===== config.mk =====
export PLATFORM = sky130hd
export DESIGN_NAME = pedal_cadence_period_meter_unit
export DESIGN_NICKNAME = d
export VERILOG_FILES = /design/src/hdl/pcpm_pkg.sv /design/src/hdl/pcpm_ctrl.sv /design/src/hdl/pcpm_dp.sv /design/src/hdl/pedal_cadence_period_meter_unit.sv
export SDC_FILE = /design/constraint.sdc
export NUM_CORES = 1
export LEC_CHECK = 0
export BUFFER_PORTS_ARGS = -buffer_cell sky130_fd_sc_hd__buf_2
export CAP_MARGIN = 25
export CORE_ASPECT_RATIO = 0.8
export CORE_MARGIN = 2
export CORE_UTILIZATION = 55
export DETAILED_ROUTE_END_ITERATION = 10
export PLACE_DENSITY_LB_ADDON = 0.05
export SETUP_SLACK_MARGIN = 0.4
export SLEW_MARGIN = 20
export SYNTH_ARGS = -nofsm -noshare
export SYNTH_HDL_FRONTEND = slang
export SYNTH_SLANG_ARGS = --single-unit

===== constraint.sdc =====
create_clock -name i_clk -period 11.7 [get_ports i_clk]
set_clock_uncertainty 0.1 [all_clocks]
set_input_delay 1.17 -clock i_clk [delete_from_list [all_inputs] [get_ports i_clk]]
set_output_delay 1.17 -clock i_clk [all_outputs]
set_load 0.02 [all_outputs]

===== src/hdl/pcpm_pkg.sv =====
// Shared types, constants and codes for the pedal cadence period meter.
// No dependencies; every other file imports this package.
package pcpm_pkg;

    // Timestamp width actually used; the request field stays 32 bits.
    localparam int TICK_BITS    = 32;
    localparam int PERIOD_CLAMP = 64000;
    localparam int PERIOD_FLOOR = 70;

    localparam int NUM_BITS  = 23;
    localparam int STEP_BITS = 8;
    localparam int RPM_BITS  = 16;
    localparam int PER_BITS  = 16;
    localparam int CNT_BITS  = 32;
    localparam int DIV_STEPS = NUM_BITS;
    localparam int DIV_CNT_BITS = $clog2(DIV_STEPS);

    localparam int CFG_INDEX_BITS = 2;
    localparam int CFG_DATA_BITS  = NUM_BITS;

    localparam logic [STEP_BITS-1:0] SPP_RESET = 8'd1;
    localparam logic [NUM_BITS-1:0]  NUM_RESET = 23'd10000;

    typedef enum logic [1:0] {
        MODE_STEP  = 2'd0,
        MODE_BREAK = 2'd1,
        MODE_CLEAR = 2'd2
    } t_mode;

    typedef enum logic [1:0] {
        CAUSE_REVERSE = 2'd0,
        CAUSE_INVALID = 2'd1
    } t_cause;

    typedef enum logic [CFG_INDEX_BITS-1:0] {
        CFG_STEPS_PER_PULSE = 2'd0,
        CFG_RPM_NUMERATOR   = 2'd1
    } t_cfg_index;

    typedef enum logic [1:0] {
        S_IDLE = 2'd0,
        S_DIV  = 2'd1,
        S_DONE = 2'd2
    } t_state;

    typedef struct packed {
        logic [1:0]  mode;
        logic [31:0] tick;
        logic        origin_mark;
        logic [1:0]  cause;
    } t_in_req;

    typedef struct packed {
        logic                pulse;
        logic                measured;
        logic [RPM_BITS-1:0] step_rpm;
        logic [PER_BITS-1:0] step_period;
        logic [RPM_BITS-1:0] held_rpm;
        logic                held_valid;
        logic [PER_BITS-1:0] held_period;
        logic [CNT_BITS-1:0] measurement_count;
        logic [CNT_BITS-1:0] reverse_breaks;
        logic [CNT_BITS-1:0] invalid_breaks;
        logic [CNT_BITS-1:0] overflow_breaks;
    } t_result;

    // Controller to datapath
    typedef struct packed {
        logic accept;
        logic div_step;
        logic div_done;
    } t_ctrl_cmd;

    // Datapath to controller
    typedef struct packed {
        logic need_div;
        logic div_last;
    } t_dp_status;

endpackage


===== src/hdl/pcpm_ctrl.sv =====
// Sequencer for the pedal cadence period meter: handshakes and divide timing.
// Depends on pcpm_pkg.
module pcpm_ctrl import pcpm_pkg::*; (
    input  logic       i_clk,
    input  logic       i_rst_n,
    input  logic       i_in_valid,
    input  logic       i_out_stall,
    input  t_dp_status i_status,
    output logic       o_in_stall,
    output logic       o_out_valid,
    output t_ctrl_cmd  o_cmd
);

    t_state r_state, n_state;
    logic   r_out_valid, n_out_valid;
    logic   w_slot_free;
    logic   w_accept;

    assign w_slot_free = !r_out_valid || !i_out_stall;
    assign w_accept    = (r_state == S_IDLE) && w_slot_free && i_in_valid;

    always_comb begin
        n_state = r_state;
        case (r_state)
            S_IDLE: begin
                if (w_accept && i_status.need_div) begin
                    n_state = S_DIV;
                end
            end
            S_DIV: begin
                if (i_status.div_last) begin
                    n_state = S_DONE;
                end
            end
            S_DONE:  n_state = S_IDLE;
            default: n_state = S_IDLE;
        endcase
    end

    always_comb begin
        o_cmd      = '0;
        o_in_stall = 1'b1;
        case (r_state)
            S_IDLE: begin
                o_in_stall   = !w_slot_free;
                o_cmd.accept = w_accept;
            end
            S_DIV:   o_cmd.div_step = 1'b1;
            S_DONE:  o_cmd.div_done = 1'b1;
            default: o_in_stall = 1'b1;
        endcase
    end

    // Load the result slot when an item finishes; drain it on a taken request.
    always_comb begin
        n_out_valid = r_out_valid && i_out_stall;
        if ((w_accept && !i_status.need_div) || (r_state == S_DONE)) begin
            n_out_valid = 1'b1;
        end
    end

    always_ff @(posedge i_clk) begin
        if (!i_rst_n) begin
            r_state     <= S_IDLE;
            r_out_valid <= 1'b0;
        end else begin
            r_state     <= n_state;
            r_out_valid <= n_out_valid;
        end
    end

    assign o_out_valid = r_out_valid;

endmodule


===== src/hdl/pcpm_dp.sv =====
// Datapath for the pedal cadence period meter: measurement state, counters,
// configuration registers, restoring divider and result register. Uses pcpm_pkg.
module pcpm_dp import pcpm_pkg::*; (
    input  logic                      i_clk,
    input  logic                      i_rst_n,
    input  logic                      i_cfg_we,
    input  logic [CFG_INDEX_BITS-1:0] i_cfg_index,
    input  logic [CFG_DATA_BITS-1:0]  i_cfg_data,
    input  t_in_req                   i_req,
    input  t_ctrl_cmd                 i_cmd,
    output t_dp_status                o_status,
    output t_result                   o_res
);

    logic [STEP_BITS-1:0] r_spp;
    logic [NUM_BITS-1:0]  r_num;

    logic [RPM_BITS-1:0]  r_rpm_hold,  n_rpm_hold;
    logic                 r_rpm_valid, n_rpm_valid;
    logic                 r_epoch_ok,  n_epoch_ok;
    logic [PER_BITS-1:0]  r_per_hold,  n_per_hold;
    logic [TICK_BITS-1:0] r_origin,    n_origin;
    logic [STEP_BITS-1:0] r_step_cnt,  n_step_cnt;
    logic [CNT_BITS-1:0]  r_acc_cnt,   n_acc_cnt;
    logic [CNT_BITS-1:0]  r_rev_cnt,   n_rev_cnt;
    logic [CNT_BITS-1:0]  r_inv_cnt,   n_inv_cnt;
    logic [CNT_BITS-1:0]  r_ovf_cnt,   n_ovf_cnt;

    // Divider
    logic [PER_BITS-1:0]     r_div_per;
    logic [PER_BITS-1:0]     r_rem;
    logic [NUM_BITS-1:0]     r_quo;
    logic [DIV_CNT_BITS-1:0] r_div_cnt;
    logic [PER_BITS:0]       w_trial;
    logic                    w_fits;

    t_result r_res, n_res;

    logic [STEP_BITS-1:0] w_step_inc;
    logic                 w_reached;
    logic [TICK_BITS-1:0] w_diff;
    logic [PER_BITS-1:0]  w_period;
    logic [RPM_BITS-1:0]  w_rpm;
    logic                 w_is_pulse;

    assign w_step_inc = r_step_cnt + STEP_BITS'(1);
    assign w_reached  = (w_step_inc >= r_spp);
    assign w_diff     = i_req.tick[TICK_BITS-1:0] - r_origin;
    assign w_period   = (w_diff > TICK_BITS'(PERIOD_CLAMP)) ?
                        PER_BITS'(PERIOD_CLAMP) : w_diff[PER_BITS-1:0];
    assign w_is_pulse = (i_req.mode == MODE_STEP) && !i_req.origin_mark && w_reached;

    assign o_status.need_div = w_is_pulse && r_epoch_ok &&
                               (w_period > PER_BITS'(PERIOD_FLOOR));
    assign o_status.div_last = (r_div_cnt == DIV_CNT_BITS'(DIV_STEPS - 1));

    // One restoring step: bring down the next dividend bit, subtract if it fits.
    assign w_trial = {r_rem, r_quo[NUM_BITS-1]};
    assign w_fits  = (w_trial >= {1'b0, r_div_per});

    // Saturate the quotient to the rpm width.
    assign w_rpm = (r_quo > NUM_BITS'(2**RPM_BITS - 1)) ?
                   {RPM_BITS{1'b1}} : r_quo[RPM_BITS-1:0];

    always_comb begin
        n_rpm_hold  = r_rpm_hold;
        n_rpm_valid = r_rpm_valid;
        n_epoch_ok  = r_epoch_ok;
        n_per_hold  = r_per_hold;
        n_origin    = r_origin;
        n_step_cnt  = r_step_cnt;
        n_acc_cnt   = r_acc_cnt;
        n_rev_cnt   = r_rev_cnt;
        n_inv_cnt   = r_inv_cnt;
        n_ovf_cnt   = r_ovf_cnt;
        n_res       = r_res;

        if (i_cmd.accept) begin
            n_res.pulse       = 1'b0;
            n_res.measured    = 1'b0;
            n_res.step_rpm    = '0;
            n_res.step_period = '0;
            case (i_req.mode)
                MODE_STEP: begin
                    if (i_req.origin_mark) begin
                        n_origin   = i_req.tick[TICK_BITS-1:0];
                        n_epoch_ok = 1'b1;
                        n_step_cnt = '0;
                    end else if (w_reached) begin
                        n_res.pulse = 1'b1;
                        if (r_epoch_ok) begin
                            n_res.step_period = w_period;
                        end
                        n_origin   = i_req.tick[TICK_BITS-1:0];
                        n_epoch_ok = 1'b1;
                        n_step_cnt = '0;
                    end else begin
                        n_step_cnt = w_step_inc;
                    end
                end
                MODE_BREAK: begin
                    if (r_epoch_ok) begin
                        case (i_req.cause)
                            CAUSE_REVERSE: n_rev_cnt = r_rev_cnt + CNT_BITS'(1);
                            CAUSE_INVALID: n_inv_cnt = r_inv_cnt + CNT_BITS'(1);
                            default:       n_ovf_cnt = r_ovf_cnt + CNT_BITS'(1);
                        endcase
                    end
                    n_epoch_ok = 1'b0;
                    n_step_cnt = '0;
                end
                MODE_CLEAR: begin
                    n_rpm_hold  = '0;
                    n_rpm_valid = 1'b0;
                    n_epoch_ok  = 1'b0;
                    n_per_hold  = '0;
                    n_origin    = '0;
                    n_step_cnt  = '0;
                end
                default: n_step_cnt = r_step_cnt;
            endcase
        end

        if (i_cmd.div_done) begin
            n_rpm_hold     = w_rpm;
            n_rpm_valid    = 1'b1;
            n_per_hold     = r_div_per;
            n_acc_cnt      = r_acc_cnt + CNT_BITS'(1);
            n_res.measured = 1'b1;
            n_res.step_rpm = w_rpm;
        end

        n_res.held_rpm          = n_rpm_hold;
        n_res.held_valid        = n_rpm_valid;
        n_res.held_period       = n_per_hold;
        n_res.measurement_count = n_acc_cnt;
        n_res.reverse_breaks    = n_rev_cnt;
        n_res.invalid_breaks    = n_inv_cnt;
        n_res.overflow_breaks   = n_ovf_cnt;
    end

    always_ff @(posedge i_clk) begin
        if (!i_rst_n) begin
            r_spp       <= SPP_RESET;
            r_num       <= NUM_RESET;
            r_rpm_hold  <= '0;
            r_rpm_valid <= 1'b0;
            r_epoch_ok  <= 1'b0;
            r_per_hold  <= '0;
            r_origin    <= '0;
            r_step_cnt  <= '0;
            r_acc_cnt   <= '0;
            r_rev_cnt   <= '0;
            r_inv_cnt   <= '0;
            r_ovf_cnt   <= '0;
            r_div_cnt   <= '0;
        end else begin
            if (i_cfg_we) begin
                case (i_cfg_index)
                    CFG_STEPS_PER_PULSE: r_spp <= i_cfg_data[STEP_BITS-1:0];
                    CFG_RPM_NUMERATOR:   r_num <= i_cfg_data;
                    default:             r_spp <= r_spp;
                endcase
            end
            r_rpm_hold  <= n_rpm_hold;
            r_rpm_valid <= n_rpm_valid;
            r_epoch_ok  <= n_epoch_ok;
            r_per_hold  <= n_per_hold;
            r_origin    <= n_origin;
            r_step_cnt  <= n_step_cnt;
            r_acc_cnt   <= n_acc_cnt;
            r_rev_cnt   <= n_rev_cnt;
            r_inv_cnt   <= n_inv_cnt;
            r_ovf_cnt   <= n_ovf_cnt;
            if (i_cmd.accept) begin
                r_div_cnt <= '0;
            end else if (i_cmd.div_step) begin
                r_div_cnt <= r_div_cnt + DIV_CNT_BITS'(1);
            end
        end
    end

    // Payload registers: divider operands and the result slot.
    always_ff @(posedge i_clk) begin
        r_res <= n_res;
        if (i_cmd.accept) begin
            r_div_per <= w_period;
            r_rem     <= '0;
            r_quo     <= r_num;
        end else if (i_cmd.div_step) begin
            r_rem <= w_fits ? PER_BITS'(w_trial - {1'b0, r_div_per}) : w_trial[PER_BITS-1:0];
            r_quo <= {r_quo[NUM_BITS-2:0], w_fits};
        end
    end

    assign o_res = r_res;

endmodule


===== src/hdl/pedal_cadence_period_meter_unit.sv =====
// Top level of the pedal cadence period meter: handshake ports, controller
// and datapath. Depends on pcpm_pkg, pcpm_ctrl and pcpm_dp.
//
// Pedal cadence period meter. Each input request is one pedal event: a forward
// step (optionally marking the interval origin), an epoch break with a cause,
// or a measurement clear. Every request yields exactly one result carrying the
// per-step pulse, period and rpm plus a snapshot of the held measurement and
// the wrapping counters. When steps_per_pulse forward steps have been counted
// (a value of 0 behaves as 1) a pulse is reported; with a valid epoch the
// wrapped tick difference, clamped to 64000, is the period, and a period above
// 70 ticks is divided into rpm_numerator to give rpm, saturated to 16 bits.
// Sequencing: a request that needs no division is committed on acceptance; a
// request that produces a measurement is accepted, runs the bit-serial restoring
// divider, one step per numerator bit, and then commits. One request is in
// flight at a time; a new one is taken while the previous result sits in the
// output register, provided that register is empty or being taken in the same
// cycle. The configuration port is always ready; write it only while idle.
// Register index 0 is steps_per_pulse (8 bits), index 1 is rpm_numerator
// (23 bits); writes to other indexes are dropped.
module pedal_cadence_period_meter_unit import pcpm_pkg::*; (
    input  logic                      i_clk,
    input  logic                      i_rst_n,
    // input requests
    input  logic                      i_in_valid,
    output logic                      o_in_stall,
    input  t_in_req                   i_in_req,
    // results
    output logic                      o_out_valid,
    input  logic                      i_out_stall,
    output t_result                   o_out_res,
    // configuration writes
    input  logic                      i_cfg_valid,
    output logic                      o_cfg_ready,
    input  logic [CFG_INDEX_BITS-1:0] i_cfg_index,
    input  logic [CFG_DATA_BITS-1:0]  i_cfg_data
);

    t_ctrl_cmd  w_cmd;
    t_dp_status w_status;

    // Always take configuration writes.
    assign o_cfg_ready = 1'b1;

    pcpm_ctrl u_ctrl (
        .i_clk       (i_clk),
        .i_rst_n     (i_rst_n),
        .i_in_valid  (i_in_valid),
        .i_out_stall (i_out_stall),
        .i_status    (w_status),
        .o_in_stall  (o_in_stall),
        .o_out_valid (o_out_valid),
        .o_cmd       (w_cmd)
    );

    pcpm_dp u_dp (
        .i_clk       (i_clk),
        .i_rst_n     (i_rst_n),
        .i_cfg_we    (i_cfg_valid && o_cfg_ready),
        .i_cfg_index (i_cfg_index),
        .i_cfg_data  (i_cfg_data),
        .i_req       (i_in_req),
        .i_cmd       (w_cmd),
        .o_status    (w_status),
        .o_res       (o_out_res)
    );

endmodule

==> out/metrics.csv, run 1 <==
stage;metric;value;unit
global_routing;global route hottest layer;met2;
clocking;CTS Buf Count;47;
global_routing;met2 Usage GRT;36.6;%
outcome;status;finished, final reports clean;
floorplanning;Die W;217;µm
sta;crit path time final;4.75;ns
sta;Max-slew headroom;33.0;%
power_and_ir_drop;Gate power share;7.0;%
power_and_ir_drop;Reg power frac;50.0;%
layout;footprint of the multi-input gates;0.00880;mm²
sta;Setup-failing EPs final;0;
drt;DRT Pass-1 Iters;6;
worst_hold_path;Worst Hold Class;reg2reg;
power_and_ir_drop;Net Sw Frac;23.4;%
synth;Post-Syn Area per Cell;9.88;µm²
drt;DR vias/cell;5.25;
global_routing;GRT met3 Usage;4.50;%
job;Max-Cap Viols;0;
worst_setup_path;CP Launch Type;primary input;
global_routing;largest net degree at the start of global routing;108;
worst_setup_path;crit path max fanout;55;
clocking;clock sinks;491;
clocking;Root Driver;clkbuf_16;
global_routing;global-route wire length before repair;71700;µm
power_and_ir_drop;Overall Power;3.50;mW
sta;worst slew pin tran;1.00;ns
power_and_ir_drop;pwr/cell area;151;mW/mm²
global_routing;met1 Track Usage GR;32.4;%
layout;Final #Nets;2399;
synth;Mapped Nets;2153;
floorplanning;# rows;62;
synth;ys flop type;dfxtp_1;
layout;Final Util;64.7;%
floorplanning;Core Area;0.0358;mm²
synth;Post-synth EDFFs;72;
sta;RSZ-0062 raised after global routing;no;
worst_setup_path;WS Path Type;in2reg;
drt;ANT nets after route;0;
clocking;PostCTS Resize Cnt;0;
layout;fin cells;2787;
synth;Yosys top cell by area;dfxtp_1;
clocking;buffer depth of the longest clock path;3;
sta;final setup margin;6.95;ns
place;RD Place Congestion;0.881;
floorplanning;DIE AREA;0.0378;mm²
synth;Gate Count Post-Synth;2018;
sta;final hold viol count;0;
synth;Synth cell types;79;
synth;largest cells by area after synthesis;dfxtp_1 42%, edfxtp_1 11%, and2_1 5.5%;
floorplanning;I/O Pins;265;
clocking;Clock Latency Late Sink;0.56;ns
synth;most frequent cell after synthesis;dfxtp_1;
global_routing;initial antenna violation count;8;
sta;Fin Setup TNS;0;ns
layout;# fillers;3028;
power_and_ir_drop;Sw Pwr;819;µW
place;DP Cell Count;2695;
worst_setup_path;CP Capture Type;register;
drt;initial DRC count;877;
sta;fmax;0.210;GHz
power_and_ir_drop;Clock Power Share;43.0;%
power_and_ir_drop;Internal;2.69;mW
power_and_ir_drop;Leak;10.2;nW
global_routing;global-route congestion overflow total;0;
synth;commonest cells in the netlist;419 x dfxtp_1, 266 x nand2_1, 174 x and2_1, 105 x a21oi_1, 104 x nor2_1;
place;PortBufs;263;
drt;per-cell routed wire length;15.9;µm
synth;#FFs+latches synth;491;
drt;DRC viols;0;
power_and_ir_drop;maximum vdd drop;0.111;mV
clocking;post-CTS setup buffer count;0;
global_routing;vias in the first global route;14074;
clocking;CTS clk-pin slew, worst paths;0.06;ns
synth;yosys warns;0;
clocking;H-tree depth;2;
layout;share of cells above drive strength 1;17.7;%
floorplanning;Initial Util;55.6;%
place;dpl cell area;0.0216;mm²
clocking;CTS tree;yes;
sta;final slew viol count;0;
place;post-detail-place hpwl;31600;µm
layout;Register Area;0.0106;mm²
layout;Final Cell Area;0.0232;mm²
worst_setup_path;Critical Path AT;5.15;ns
sta;Fin Hold WS;0.343;ns
synth;cell area after synthesis;0.0199;mm²
synth;top cell type's share of synthesized area;42.1;%
global_routing;overall routing resource usage;23.2;%
drt;via count;14623;
floorplanning;Die Ht;174;µm
clocking;hold_buf cts;0;
synth;register area share after synthesis;52.9;%
layout;P&R area growth vs syn;16.3;%
drt;final WL;44400;µm
worst_setup_path;CP required;12.09;ns
synth;Async SR Flop Fraction;0;%
sta;fin crit share;40.6;%
place;pre-CTS WS;6.36;ns
## worst max-delay path, cell delays in order
cell and delay (ns):
buf_2 0.12, a211oi_2 0.36, nand2_1 0.68, inv_2 0.46, buf_4 0.62, nand2b_1 0.37, or3_1 0.45, a21oi_1 0.52
a21o_1 0.21, a22oi_1 0.06, nor2_1 0.11
## layout by cell type (no fill, tap or decap), types with 11 or more instances in the layout
cell,count
nand4_1,34
nor2_1,103
and3_1,37
nor4_1,11
inv_1,80
xor2_1,71
clkbuf_16,51
o21ai_0,39
xnor2_1,102
edfxtp_1,72
and2_1,174
nand2b_1,13
nand2_1,266
o21a_1,21
a21oi_1,104
ha_1,66
buf_2,262
a21o_1,38
a22o_1,17
or3b_2,32
clkbuf_1,13
mux2i_1,14
nand3_1,66
nor3_1,32
dfxtp_1,419
## cell type report
cell class | instances | share of cell area [%]
diodes | 6 | 0.0647
flip-flops and latches | 491 | 45.5
inverters | 81 | 1.31
clock buffers | 70 | 6.07
clock inverters | 16 | 0.583
multi-input cells | 1372 | 38.0
well taps | 480 | 2.59
repair buffers | 271 | 5.94
## sequential cells by signal, indices dropped and copies added, names as in the netlist
name	count
u_ctrl.o_out_valid	1
u_dp.r_div_cnt	5
u_dp.r_num	23
u_dp.r_rem	16
u_dp.r_spp	8
u_dp.r_epoch_ok	1
u_dp.r_acc_cnt	32
u_dp.r_rpm_hold	16
u_dp.r_quo	23
u_dp.r_per_hold	16
u_dp.r_ovf_cnt	32
u_dp.o_res	195
u_dp.r_rev_cnt	32
u_dp.r_step_cnt	8
u_dp.r_origin	32
u_ctrl.r_state	2
u_dp.r_div_per	16
u_dp.r_inv_cnt	32
u_dp.r_rpm_valid	1
## logic make-up (layout without fill, tap and decap cells)
family                     count (synthesis)  after routing  share of synthesized area (%)
and+or+nand+nor                          820            820                           21.2
DFF                                      491            491                           52.9
AOI/OAI and AO/OA                        291            291                           9.83
xor gates and xnor gates                 174            174                           7.68
buffers and inverters                    155            438                           3.06
adders and majority gates                 68             68                           4.34
muxes                                     18             18                          0.929
other                                      1              7                         0.0188
## power by group through the flow
| stage | registers [mW] | clock network, mW | logic (mW) |
|---|---|---|---|
| after global routing | 1.75 | 1.60 | 0.273 |
| after floorplan | 1.79 | 0 | 0.167 |
| final | 1.75 | 1.51 | 0.246 |
| after detailed placement | 1.79 | 0 | 0.243 |
| after CTS | 1.75 | 1.53 | 0.244 |
| after global placement | 1.79 | 0 | 0.239 |
## path summary, 6_finish.rpt
check	from	endpoint	slack, ns	cells past startpoint
worst max register to register	u_ctrl.o_out_valid	u_dp.r_step_cnt[4]	7.28	10
worst min-delay path	u_dp.r_acc_cnt[31]	u_dp.o_res[127]	0.34	1
worst max-delay path	i_out_stall	u_dp.r_step_cnt[4]	6.95	11
worst min register to register	u_dp.r_acc_cnt[31]	u_dp.o_res[127]	0.34	1
## metal layers
layer | routed length, µm | part of all wire, %
met1 | 21400 | 48
met2 | 19700 | 44
met3 | 2320 | 5.2
met4 | 937 | 2.1
met5 | 27 | 0.061
Power figures use the tool's default switching activity.
==> run 2, diff against run 1 <==
--- a/config.mk
+++ b/config.mk
@@ -5,11 +5,12 @@
 export SDC_FILE = /design/constraint.sdc
 export NUM_CORES = 1
 export LEC_CHECK = 0
+export ABC_AREA = 1
 export BUFFER_PORTS_ARGS = -buffer_cell sky130_fd_sc_hd__buf_2
 export CAP_MARGIN = 25
 export CORE_ASPECT_RATIO = 0.8
 export CORE_MARGIN = 2
-export CORE_UTILIZATION = 55
+export CORE_UTILIZATION = 53
 export DETAILED_ROUTE_END_ITERATION = 10
 export PLACE_DENSITY_LB_ADDON = 0.05
 export SETUP_SLACK_MARGIN = 0.4
==> constraint.sdc (replaced) <==
create_clock -name i_clk -period 4.3 [get_ports i_clk]
set_clock_uncertainty 0.1 [all_clocks]
set_input_delay 0.43 -clock i_clk [delete_from_list [all_inputs] [get_ports i_clk]]
set_output_delay 0.43 -clock i_clk [all_outputs]
set_load 0.02 [all_outputs]
==> run 2 against run 1 <==
Against the previous run:
- critical path depth rose by 5
- clock-buffer cell count fell by 1
- sequential share of layout area decreased by 4.4 points
- area after synthesis is 9.6% higher
- synthesized cell count up 41%
- non-clock buffer count increased by 27
- via count up 28%
- highest routed layer unchanged
==> out/metrics.csv, run 2 <==
stage;metric;value;unit
clocking;post-CTS setup buffer count;0;
floorplanning;Die Ht;186;µm
place;PortBufs;263;
drt;DRT Pass-1 Iters;8;
job;Max-Cap Viols;0;
sta;Max-slew headroom;39.9;%
power_and_ir_drop;Clock Power Share;44.0;%
global_routing;largest net degree at the start of global routing;134;
sta;Fin Setup TNS;0;ns
power_and_ir_drop;Overall Power;10.2;mW
synth;Synth cell types;55;
sta;final slew viol count;0;
drt;via count;18734;
worst_setup_path;CP Launch Type;primary input;
drt;DRC viols;0;
worst_hold_path;Worst Hold Class;in2reg;
layout;share of cells above drive strength 1;13.0;%
floorplanning;# rows;66;
layout;P&R area growth vs syn;17.4;%
drt;initial DRC count;1345;
floorplanning;Die W;231;µm
sta;RSZ-0062 raised after global routing;no;
layout;most frequent cells in the layout;640 x nand2_1, 483 x inv_1, 419 x dfxtp_1, 289 x nor2_1, 263 x buf_2;
clocking;CTS tree;yes;
layout;max reg flops;195;
power_and_ir_drop;pwr/cell area;397;mW/mm²
power_and_ir_drop;Gate power share;9.0;%
floorplanning;Initial Util;53.8;%
global_routing;vias in the first global route;17279;
synth;Post-Syn Area per Cell;7.67;µm²
worst_setup_path;WS Path Type;in2reg;
power_and_ir_drop;maximum vdd drop;0.299;mV
drt;ANT nets after route;0;
synth;#FFs+latches synth;491;
power_and_ir_drop;Leak;12.3;nW
clocking;CTS Buf Count;48;
place;post-detail-place hpwl;40200;µm
floorplanning;I/O Pins;265;
synth;Gate Count Post-Synth;2850;
synth;Mapped Nets;2985;
synth;ys flop type;dfxtp_1;
drt;DR vias/cell;5.05;
clocking;hold_buf cts;23;
outcome;status;finished, final reports clean;
sta;fmax;0.275;GHz
synth;register area share after synthesis;48.3;%
floorplanning;Core Area;0.0406;mm²
sta;Setup-failing EPs final;0;
worst_setup_path;Critical Path AT;3.88;ns
drt;per-cell routed wire length;14.8;µm
clocking;Clock Latency Late Sink;0.60;ns
worst_setup_path;CP required;4.53;ns
place;RD Place Congestion;0.911;
sta;crit path time final;3.64;ns
worst_setup_path;CP Capture Type;register;
layout;leading cell type in the layout, fill and taps excluded;nand2_1;
clocking;clock sinks;491;
synth;Post-synth EDFFs;72;
synth;most frequent cell after synthesis;nand2_1;
synth;top cell type's share of synthesized area;38.4;%
synth;yosys warns;0;
power_and_ir_drop;Net Sw Frac;24.4;%
clocking;Root Driver;clkbuf_16;
clocking;H-tree depth;2;
drt;final WL;54800;µm
power_and_ir_drop;Reg power frac;47.0;%
clocking;PostCTS Resize Cnt;0;
clocking;buffer depth of the longest clock path;3;
sta;final hold viol count;0;
synth;largest cells by area after synthesis;dfxtp_1 38%, nand2_1 11%, edfxtp_1 9.9%;
sta;worst slew pin tran;0.894;ns
synth;Async SR Flop Fraction;0;%
place;pre-CTS WS;0.675;ns
global_routing;global-route congestion overflow total;0;
floorplanning;DIE AREA;0.0429;mm²
worst_setup_path;crit path max fanout;20;
synth;cell area after synthesis;0.0219;mm²
global_routing;initial antenna violation count;3;
clocking;CTS clk-pin slew, worst paths;0.06;ns
sta;fin crit share;84.7;%
layout;Final #Nets;3261;
synth;Yosys top cell by area;dfxtp_1;
layout;Final Util;63.2;%
global_routing;global-route wire length before repair;86700;µm
power_and_ir_drop;Internal;7.69;mW
global_routing;overall routing resource usage;25.1;%
power_and_ir_drop;Sw Pwr;2.48;mW
sta;final setup margin;0.657;ns
synth;commonest cells in the netlist;641 x nand2_1, 485 x inv_1, 419 x dfxtp_1, 289 x nor2_1, 183 x a21oi_1;
run 2: cell type report:
| cell class | count | area [µm²] |
|---|---|---|
| clock inverter | 20 | 298 |
| antenna | 3 | 7.51 |
| fill | 3712 | 15000 |
| timing repair buffer | 298 | 1670 |
| sequential | 491 | 10600 |
| clock buffer | 69 | 1410 |
| inverter | 494 | 1860 |
| tap | 544 | 681 |
| multi-input combinational | 1793 | 9180 |
run 2: path summary, 6_finish.rpt:
check / from / end / slack (ns) / cells past startpoint
max: i_in_req[3] / u_dp.o_res[172] / 0.66 / 16
min: i_cfg_data[0] / u_dp.r_num[0] / 0.05 / 3
max reg2reg: u_dp.r_origin[0] / u_dp.o_res[172] / 0.84 / 13
min reg2reg: u_dp.r_rpm_valid / u_dp.o_res[144] / 0.34 / 2
run 2: power by group through the flow:
stage,sequential [mW],combinational (mW),clock [mW]
floorplan,4.89,0.590,0
global placement,4.88,0.873,0
detailed placement,4.88,0.881,0
CTS,4.78,0.905,4.57
global route,4.78,1.03,4.76
finish,4.78,0.917,4.48
run 2: worst max-delay path, cell delays in order:
cell,delay (ns)
dlygate4sd3_1,0.53
buf_2,0.13
inv_1,0.05
ha_1,0.14
inv_1,0.10
fa_1,0.46
nand3_1,0.12
nand3b_1,0.20
xnor2_1,0.61
nand2_1,0.13
nand2_1,0.09
nand3_1,0.11
nor2_4,0.18
inv_1,0.28
nor2_1,0.24
nor2_1,0.07
run 2: kinds of logic (layout without fill, tap and decap cells):
kind of cell | Yosys count | count (layout) | synth area share, %
AOI/OAI and AO/OA | 316 | 316 | 7.90
other | 1 | 4 | 0.0172
xor gates and xnor gates | 97 | 97 | 3.92
buffers and inverters | 566 | 881 | 9.77
DFF | 491 | 491 | 48.3
and+or+nand+nor | 1311 | 1311 | 26.2
adders and majority gates | 68 | 68 | 3.96
run 2: per-stage QoR:
stage,cells,instance area (µm²),hold slack [ns]
final,3712,25700,0.0464
after floorplan,2850,21900,0.315
after detailed placement,3596,23700,0.338
after CTS,3708,25600,0.0108
after global routing,3711,25700,0.0420
after global placement,3596,23700,0.332
run 2: routing by layer:
metal,global-route usage [%],vias to the layer above,part of all wire (%)
li1,-,9560,-
met1,36.4,8574,49
met2,37.8,518,42
met3,4.41,80,6.5
met4,8.36,2,2.6
met5,0,-,0.020
